`config.mk`:
```
export PLATFORM = sky130hd
export DESIGN_NAME = packet_format_encoder_core_flat
export DESIGN_NICKNAME = d
export VERILOG_FILES = /design/src/sv/pfe_pkg.sv /design/src/sv/pfe_ifs.sv /design/src/sv/pfe_check.sv /design/src/sv/pfe_div_cell.sv /design/src/sv/packet_format_encoder_core.sv /design/src/flat_wrapper.sv
export SDC_FILE = /design/constraint.sdc
export NUM_CORES = 2
export LEC_CHECK = 0
export ABC_AREA = 0
export BUFFER_PORTS_ARGS = -buffer_cell sky130_fd_sc_hd__buf_4
export CORE_ASPECT_RATIO = 0.75
export CORE_MARGIN = 2
export CORE_UTILIZATION = 40
export CTS_CLUSTER_DIAMETER = 200
export CTS_CLUSTER_SIZE = 30
export DETAILED_ROUTE_END_ITERATION = 12
export HOLD_SLACK_MARGIN = 0.12
export PLACE_DENSITY = 0.62
export SYNTH_ARGS = -nofsm -noshare
export SYNTH_HDL_FRONTEND = slang
export SYNTH_SLANG_ARGS = --single-unit
export TNS_END_PERCENT = 5
```
`constraint.sdc`:
```
create_clock -name clk -period 31.9 [get_ports clk]
set_clock_uncertainty 0.1 [all_clocks]
set_input_delay 3.19 -clock clk [delete_from_list [all_inputs] [get_ports clk]]
set_output_delay 3.19 -clock clk [all_outputs]
set_load 0.1 [all_outputs]
```
`src/sv/pfe_pkg.sv`:
```
// pfe_pkg: shared types and constants for the packet format encoder
// no dependencies; used by the interfaces and every module of the block
package pfe_pkg;

    localparam int DIV_STEPS = 16;
    localparam int REM_W     = 4;

    localparam logic [31:0] PAT_1010 = 32'hAAAA_AAAA;
    localparam logic [31:0] PAT_0101 = 32'h5555_5555;

    localparam logic [31:0] POLY_8_ZERO  = 32'h0000_0000;
    localparam logic [31:0] POLY_8_A     = 32'h0000_0007;
    localparam logic [31:0] POLY_16_A    = 32'h0000_8005;
    localparam logic [31:0] POLY_16_B    = 32'h0000_1021;
    localparam logic [31:0] POLY_16_C    = 32'h0000_3d65;
    localparam logic [31:0] POLY_24_A    = 32'h0000_065b;
    localparam logic [31:0] POLY_32_A    = 32'h8141_41ab;
    localparam logic [31:0] POLY_32_B    = 32'h04c1_1db7;

    localparam logic [4:0] SYNC_CODE_MAX = 5'd31;
    localparam logic [3:0] PRE_CODE_MAX  = 4'd15;

    typedef enum logic [2:0] {
        ST_OK       = 3'd0,
        ST_BAD_SYNC = 3'd1,
        ST_BAD_PRE  = 3'd2,
        ST_BAD_PAT  = 3'd3,
        ST_BAD_POLY = 3'd4
    } status_t;

    typedef enum logic [1:0] {
        CW_8  = 2'd0,
        CW_16 = 2'd1,
        CW_24 = 2'd2,
        CW_32 = 2'd3
    } crc_width_t;

    typedef struct packed {
        logic [4:0]  sync_len_code;
        logic [31:0] sync_value;
        logic [3:0]  preamble_len_code;
        logic [31:0] preamble_pattern;
        logic [15:0] tx_preamble_bits;
        logic [31:0] crc_poly;
        logic [31:0] crc_preset;
    } req_t;

    typedef struct packed {
        logic [2:0]  status;
        logic [4:0]  sync_bits;
        logic [31:0] sync_word;
        logic [3:0]  preamble_bits;
        logic [14:0] preamble_base;
        logic [15:0] preamble_repeats;
        logic [1:0]  crc_width;
        logic [31:0] crc_poly_reversed;
        logic [31:0] crc_init;
    } rsp_t;

    typedef struct packed {
        status_t          status;
        logic [4:0]       sync_bits;
        logic [31:0]      sync_word;
        logic [3:0]       preamble_bits;
        logic [14:0]      preamble_base;
        crc_width_t       crc_width;
        logic [31:0]      crc_poly_reversed;
        logic [31:0]      crc_init;
        logic [REM_W-1:0] divisor;
        logic [REM_W-1:0] rem;
        logic [15:0]      quo;
    } cell_t;

endpackage

```
`src/sv/pfe_ifs.sv`:
```
// pfe_ifs: valid/ready channels for request and response beats
// depends on pfe_pkg for the payload types
interface pfe_req_if;
    logic          valid;
    logic          ready;
    pfe_pkg::req_t data;

    modport source (output valid, output data, input ready);
    modport sink (input valid, input data, output ready);
endinterface

interface pfe_rsp_if;
    logic          valid;
    logic          ready;
    pfe_pkg::rsp_t data;

    modport source (output valid, output data, input ready);
    modport sink (input valid, input data, output ready);
endinterface

```
`src/sv/pfe_check.sv`:
```
// pfe_check: request checks and field encoding ahead of the divider chain
// depends on pfe_pkg
module pfe_check (
    input  pfe_pkg::req_t  req,
    output pfe_pkg::cell_t head
);

    function automatic logic [31:0] rev32(input logic [31:0] v);
        logic [31:0] r;
        for (int i = 0; i < 32; i++)
        begin
            r[i] = v[31-i];
        end
        return r;
    endfunction

    logic [4:0]           unit;
    logic [14:0]          mask;
    logic [14:0]          pre;
    logic                 sync_ok;
    logic                 pre_ok;
    logic                 pat_ok;
    logic                 poly_ok;
    pfe_pkg::crc_width_t  width;
    logic [31:0]          poly_rev;
    logic [31:0]          poly_out;
    logic [4:0]           sync_shift;
    pfe_pkg::status_t     status;

    always_comb
    begin
        unit       = {1'b0, req.preamble_len_code} + 5'd1;
        mask       = ~(15'h7FFF << unit);
        pre        = req.preamble_pattern[14:0] & mask;
        sync_ok    = (req.sync_len_code[1:0] == 2'b11)
                     && (req.sync_len_code != pfe_pkg::SYNC_CODE_MAX);
        pre_ok     = (req.preamble_len_code != pfe_pkg::PRE_CODE_MAX);
        pat_ok     = (pre == (pfe_pkg::PAT_1010[14:0] & mask))
                     || (pre == (pfe_pkg::PAT_0101[14:0] & mask));
        sync_shift = pfe_pkg::SYNC_CODE_MAX - req.sync_len_code;
        poly_rev   = rev32(req.crc_poly);

        poly_ok = 1'b1;
        unique case (req.crc_poly)
            pfe_pkg::POLY_8_ZERO, pfe_pkg::POLY_8_A:
                width = pfe_pkg::CW_8;
            pfe_pkg::POLY_16_A, pfe_pkg::POLY_16_B, pfe_pkg::POLY_16_C:
                width = pfe_pkg::CW_16;
            pfe_pkg::POLY_24_A:
                width = pfe_pkg::CW_24;
            pfe_pkg::POLY_32_A, pfe_pkg::POLY_32_B:
                width = pfe_pkg::CW_32;
            default:
            begin
                width   = pfe_pkg::CW_8;
                poly_ok = 1'b0;
            end
        endcase

        unique case (width)
            pfe_pkg::CW_8:  poly_out = poly_rev >> 24;
            pfe_pkg::CW_16: poly_out = poly_rev >> 16;
            pfe_pkg::CW_24: poly_out = poly_rev >> 8;
            pfe_pkg::CW_32: poly_out = poly_rev;
            default:        poly_out = poly_rev;
        endcase

        priority if (!sync_ok)
            status = pfe_pkg::ST_BAD_SYNC;
        else if (!pre_ok)
            status = pfe_pkg::ST_BAD_PRE;
        else if (!pat_ok)
            status = pfe_pkg::ST_BAD_PAT;
        else if (!poly_ok)
            status = pfe_pkg::ST_BAD_POLY;
        else
            status = pfe_pkg::ST_OK;

        head        = '0;
        head.status = status;
        head.divisor = 4'd1;
        head.crc_width = pfe_pkg::CW_8;
        if (status == pfe_pkg::ST_OK)
        begin
            head.sync_bits         = req.sync_len_code;
            head.sync_word         = rev32(req.sync_value) >> sync_shift;
            head.preamble_bits     = req.preamble_len_code;
            head.preamble_base     = pre;
            head.crc_width         = width;
            head.crc_poly_reversed = poly_out;
            head.crc_init          = req.crc_preset;
            head.divisor           = unit[pfe_pkg::REM_W-1:0];
            head.quo               = req.tx_preamble_bits;
        end
    end

endmodule

```
`src/sv/pfe_div_cell.sv`:
```
// pfe_div_cell: one restoring-division step with its own beat register
// depends on pfe_pkg; chained to form the repeat-count divider
module pfe_div_cell (
    input  logic           clk,
    input  logic           rst_n,
    input  logic           in_valid,
    output logic           in_ready,
    input  pfe_pkg::cell_t in_data,
    output logic           out_valid,
    input  logic           out_ready,
    output pfe_pkg::cell_t out_data
);

    logic                   valid_reg;
    pfe_pkg::cell_t         data_reg;
    pfe_pkg::cell_t         data_next;
    logic [pfe_pkg::REM_W:0] trial;
    logic [pfe_pkg::REM_W:0] diff;
    logic                   take;

    assign in_ready  = !valid_reg || out_ready;
    assign out_valid = valid_reg;
    assign out_data  = data_reg;

    always_comb
    begin
        trial     = {in_data.rem, in_data.quo[15]};
        diff      = trial - {1'b0, in_data.divisor};
        take      = (trial >= {1'b0, in_data.divisor});
        data_next = in_data;
        data_next.rem = take ? diff[pfe_pkg::REM_W-1:0] : trial[pfe_pkg::REM_W-1:0];
        data_next.quo = {in_data.quo[14:0], take};
    end

    always_ff @(posedge clk or negedge rst_n)
    begin
        if (!rst_n)
            valid_reg <= 1'b0;
        else if (in_ready)
            valid_reg <= in_valid;
    end

    always_ff @(posedge clk)
    begin
        if (in_valid && in_ready)
            data_reg <= data_next;
    end

`ifndef NO_ASSERTIONS
    a_rem_below_div: assert property (@(posedge clk) disable iff (!rst_n)
        valid_reg |-> (data_reg.rem < data_reg.divisor))
        else $error("remainder not below divisor");
    a_div_nonzero: assert property (@(posedge clk) disable iff (!rst_n)
        valid_reg |-> (data_reg.divisor != '0))
        else $error("zero divisor in chain");
    a_err_zero: assert property (@(posedge clk) disable iff (!rst_n)
        (valid_reg && data_reg.status != pfe_pkg::ST_OK)
        |-> (data_reg.quo == '0 && data_reg.rem == '0))
        else $error("error beat carries division data");
`endif

endmodule

```
`src/sv/packet_format_encoder_core.sv`:
```
// packet_format_encoder_core: top level of the packet format encoder
// depends on pfe_pkg, pfe_ifs, pfe_check and pfe_div_cell
//
//   channel  dir  payload  handshake
//   req      in   req_t    valid/ready, beat taken when both high
//   rsp      out  rsp_t    valid/ready, beat taken when both high
//
// one beat per cycle sustained while rsp.ready stays high; each quotient bit of
// the repeat-count division is one step, held in its own cell of the chain
// reset clears only the cell valid bits
// a stalled rsp beat holds in the last cell; earlier cells keep filling and
// req.ready drops only once all 16 cells hold beats
module packet_format_encoder_core (
    input logic        clk,
    input logic        rst_n,
    pfe_req_if.sink    req,
    pfe_rsp_if.source  rsp
);

    logic           cell_valid [pfe_pkg::DIV_STEPS+1];
    logic           cell_ready [pfe_pkg::DIV_STEPS+1];
    pfe_pkg::cell_t cell_data  [pfe_pkg::DIV_STEPS+1];

    pfe_check u_check (
        .req  (req.data),
        .head (cell_data[0])
    );

    assign cell_valid[0] = req.valid;
    assign req.ready     = cell_ready[0];

    for (genvar g = 0; g < pfe_pkg::DIV_STEPS; g++)
    begin : g_cell
        pfe_div_cell u_cell (
            .clk       (clk),
            .rst_n     (rst_n),
            .in_valid  (cell_valid[g]),
            .in_ready  (cell_ready[g]),
            .in_data   (cell_data[g]),
            .out_valid (cell_valid[g+1]),
            .out_ready (cell_ready[g+1]),
            .out_data  (cell_data[g+1])
        );
    end

    assign cell_ready[pfe_pkg::DIV_STEPS] = rsp.ready;
    assign rsp.valid = cell_valid[pfe_pkg::DIV_STEPS];

    always_comb
    begin
        rsp.data.status            = cell_data[pfe_pkg::DIV_STEPS].status;
        rsp.data.sync_bits         = cell_data[pfe_pkg::DIV_STEPS].sync_bits;
        rsp.data.sync_word         = cell_data[pfe_pkg::DIV_STEPS].sync_word;
        rsp.data.preamble_bits     = cell_data[pfe_pkg::DIV_STEPS].preamble_bits;
        rsp.data.preamble_base     = cell_data[pfe_pkg::DIV_STEPS].preamble_base;
        rsp.data.preamble_repeats  = cell_data[pfe_pkg::DIV_STEPS].quo;
        rsp.data.crc_width         = cell_data[pfe_pkg::DIV_STEPS].crc_width;
        rsp.data.crc_poly_reversed = cell_data[pfe_pkg::DIV_STEPS].crc_poly_reversed;
        rsp.data.crc_init          = cell_data[pfe_pkg::DIV_STEPS].crc_init;
    end

`ifndef NO_ASSERTIONS
    a_err_fields_zero: assert property (@(posedge clk) disable iff (!rst_n)
        (rsp.valid && rsp.data.status != pfe_pkg::ST_OK)
        |-> (rsp.data.sync_bits == '0 && rsp.data.sync_word == '0
             && rsp.data.preamble_bits == '0 && rsp.data.preamble_base == '0
             && rsp.data.preamble_repeats == '0 && rsp.data.crc_width == '0
             && rsp.data.crc_poly_reversed == '0 && rsp.data.crc_init == '0))
        else $error("error beat with nonzero fields");
    a_ok_codes: assert property (@(posedge clk) disable iff (!rst_n)
        (rsp.valid && rsp.data.status == pfe_pkg::ST_OK)
        |-> (rsp.data.sync_bits[1:0] == 2'b11
             && rsp.data.sync_bits != pfe_pkg::SYNC_CODE_MAX
             && rsp.data.preamble_bits != pfe_pkg::PRE_CODE_MAX))
        else $error("ok beat with rejected length code");
    a_ok_repeats: assert property (@(posedge clk) disable iff (!rst_n)
        (rsp.valid && rsp.data.status == pfe_pkg::ST_OK
         && rsp.data.preamble_bits == '0)
        |-> (rsp.data.preamble_repeats
             == cell_data[pfe_pkg::DIV_STEPS].quo
             && cell_data[pfe_pkg::DIV_STEPS].rem == '0))
        else $error("unit divisor left a remainder");
`endif

endmodule

```
`src/flat_wrapper.sv`:
```
// flat-port wrapper written by rule: the top's interface ports become plain ports
module packet_format_encoder_core_flat 
  (clk, rst_n, req_valid, req_data, req_ready, rsp_valid, rsp_data, rsp_ready);
  pfe_req_if req_i ();
  pfe_rsp_if rsp_i ();
  input logic clk;
  input logic rst_n;
  input wire logic [$bits(req_i.valid)-1:0] req_valid;
  input wire logic [$bits(req_i.data)-1:0] req_data;
  output wire logic [$bits(req_i.ready)-1:0] req_ready;
  output wire logic [$bits(rsp_i.valid)-1:0] rsp_valid;
  output wire logic [$bits(rsp_i.data)-1:0] rsp_data;
  input wire logic [$bits(rsp_i.ready)-1:0] rsp_ready;
  assign req_i.valid = req_valid;
  assign req_i.data = req_data;
  assign req_ready = req_i.ready;
  assign rsp_valid = rsp_i.valid;
  assign rsp_data = rsp_i.data;
  assign rsp_i.ready = rsp_ready;
  packet_format_encoder_core u_core (.clk(clk), .rst_n(rst_n), .req(req_i), .rsp(rsp_i));
endmodule
```
==> flow_metrics.tcl <==
set metrics [dict create \
    status "completed" \
    fmax_mhz 117 \
    crit_type "in -> out" \
    r2r-start "u_core.g_cell[15].u_cell.out_valid$_DFFE_PN0P_" \
    critical_path.startpoint_type "input pin" \
    antenna_found_initial 18 \
    seq_power_share_pct 65.9 \
    grt_pass1_vias 29900 \
    cts_buffers 89 \
    finalCritPeriodShare_pct 26.9 \
    fin_nets 3970 \
    yosys-top-cells-area "edfxtp_1, buf_4, ha_1" \
    htreeDepth 3 \
    synth_cell_types 75 \
    p_int_mw 4.67 \
    tns_ps 0 \
    drt_wl_total_mm 118 \
    postCtsSetupRepairBufs 0 \
    p_sw_share_pct 25.4 \
    crit_slowest_cell "nor3_1" \
    die_y_microns 390 \
    clockBufferDepth 3 \
    rows 141 \
    synth_flop_cell "edfxtp_1" \
    hold_start "u_core.g_cell[6].u_cell.out_data[133]$_DFFE_PP_" \
    cts.sinks 2392 \
    drt_iter0_markers 2231 \
    coreArea_sq_mm 0.197 \
    max_slew.worst_pin.slew_ps 1140 \
    clkTransAtPathRegs_ps 100 \
    min_path_cells 0 \
    wl_per_cell_microns 18.4 \
    hp-class "reg -> reg" \
    grtUsageTotal_pct 11.6 \
    cap_violations 0 \
    drv_slew 0 \
    cts-root-buf "clkbuf_16" \
    r2r_cells 10 \
    syn_inst 3502 \
    place_congestion 0.813 \
    final-seq-area_sq_mm 0.0717 \
    rrSetupSlack_ps 27820 \
    cts_tree "yes" \
    cts_hold_buf 0 \
    insertion_delay_ps 740 \
    ys_ff_latch 2392 \
    yosysTopAreaCellShare_pct 90.0 \
    synth_area_leader_cell "edfxtp_1" \
    start_util_pct 40.2 \
    hpwl_mm 69.9 \
    rsz0062_at_grt "false" \
    finalHoldViolCount 0 \
    num_vias 29200 \
    routed_via_density 4.56 \
    crit_fanout 4 \
    final_cell_mix "edfxtp_1, buf_4, inv_1, nand2_1, clkbuf_16" \
    p_per_area_mw_per_mm2 72.5 \
    syn_to_final_growth_pct 8.83 \
    end_kind "output pin" \
    clockPowerShare_pct 21.9 \
    min_to "u_core.g_cell[7].u_cell.out_data[133]$_DFFE_PP_" \
    ios 300 \
    placedCellCount 6288 \
    die_area_sq_mm 0.202 \
    relSlewSlack_pct 24.0 \
    ctsResizeCount 0 \
    grt_overflow 0 \
    yosysSeqAreaShare_pct 90.5 \
    final_cells 6399 \
    cp.arrival_ps 5280 \
    die_width_microns 518 \
    firstDrtPassIters 5 \
    ys_warn_count 0 \
    reg2reg_to "u_core.g_cell[0].u_cell.out_data[45]$_SDFFCE_PP0P_" \
    drive_above_1_share_pct 12.7 \
    port_buffers 282 \
    grt_max_degree 150 \
    drc 0 \
    synth_edf_count 2376 \
    avgSynthCellArea_sq_um 22.6 \
    nFillCells 16600 \
    period_minus_slack_ps 8570 \
    p_leak_nw 29.2 \
    comb_power_share_pct 12.2 \
    slowest_delay_ps 510 \
    ir_worst_vdd_uv 49.1 \
    syn_area_sq_mm 0.0793 \
    grt_pass1_wl_mm 179 \
    net-switching-power_mw 1.59 \
    ant_nets 0 \
    final_common_cell "edfxtp_1" \
    cp.required_ps 28610 \
    finalSetupViolations 0 \
    worstPathCellList "buf_4 -> nand4b_1 -> nor2_1 -> nand2_1 -> nor3_1 -> nand3_1 -> inv_1 -> nand3_1 -> buf_4" \
    async_flop_share_pct 0.669 \
    multi_input_area_sq_mm 0.00593 \
]
[critical path, delay by kind of cell]
kind | cells | cell delay [ps]
and+or+nand+nor | 6 | 1580
buffers and inverters | 3 | 490
[through the flow]
stage | total power, mW | utilization, % | worst slack, ps | hold slack, ps | instance area (sq um)
6_report | 6.26 | 43.8 | 23330 | 304 | 86300
5_1_grt | 6.52 | 43.8 | 23130 | 316 | 86300
4_1_cts | 6.36 | 43.8 | 23320 | 295 | 86300
3_5_place_dp | 4.99 | 42.6 | 23330 | 305 | 83900
3_3_place_gp | 4.96 | 42.6 | 23410 | 300 | 83900
2_1_floorplan | 4.81 | - | 16400 | 300 | 79300
[cell families after synthesis]
group | count (synthesis) | synth area share [%]
buffers and inverters | 311 | 2.19
AOI/OAI and AO/OA | 180 | 1.43
other | 1 | 0.00473
xor gates and xnor gates | 17 | 0.188
muxes | 78 | 1.29
adders and majority gates | 79 | 1.38
DFF | 2392 | 90.5
and+or+nand+nor | 444 | 3.04
[final cells by class]
class | instances | area share (%)
sequential | 2392 | 83.1
multi-input combinational | 808 | 6.87
tap | 2645 | 3.83
timing repair buffer | 318 | 2.80
clock buffer | 98 | 2.64
inverter | 125 | 0.545
clock inverter | 7 | 0.159
antenna | 6 | 0.0174
[cells in the mapped netlist (all sizes together), types with 7 or more instances]
master and instances:
fa 14, nand2b 19, xor2 14, and2 69, a22oi 8, nor2b 39
a21oi 33, and3 10, nor2 82, ha 65, dfrtp 16, buf 167
mux2i 54, o211a 15, a211oi 7, nor3b 9, nand2 105, clkbuf 19
nand4 20, nor4 9, mux4 19, nand3 20, o21ai 82, or4 16
edfxtp 2376, nor3 18, inv 124
[worst max path at each step]
| stage | start | to | slack (ps) |
|---|---|---|---|
| after floorplan | rsp_ready | u_core.g_cell[5].u_cell.out_data[0]$_DFFE_PP_ | 16400 |
| after global placement | rsp_ready | req_ready | 23410 |
| after detailed placement | rsp_ready | req_ready | 23330 |
| after CTS | rsp_ready | req_ready | 23320 |
| after global routing | rsp_ready | req_ready | 23130 |
| final | rsp_ready | req_ready | 23330 |
[per-layer routing]
| metal | track usage, % | part of all wire (%) |
|---|---|---|
| met1 | 15.8 | 46 |
| met2 | 19.4 | 48 |
| met3 | 2.05 | 3.8 |
| met4 | 2.72 | 2.0 |
| met5 | 0 | 0.050 |
[power groups by stage]
stage	clock network, mW	registers [mW]	logic [mW]
floorplan	0	4.19	0.617
detailed placement	0	4.21	0.780
global placement	0	4.19	0.768
CTS	1.44	4.13	0.782
global route	1.53	4.17	0.826
finish	1.37	4.12	0.763
[state kept, by name, summed over array words and instances (netlist names)]
name                            flops
u_core.g_cell.u_cell.out_data    2376
u_core.g_cell.u_cell.out_valid     16
Power figures use the tool's default switching activity.
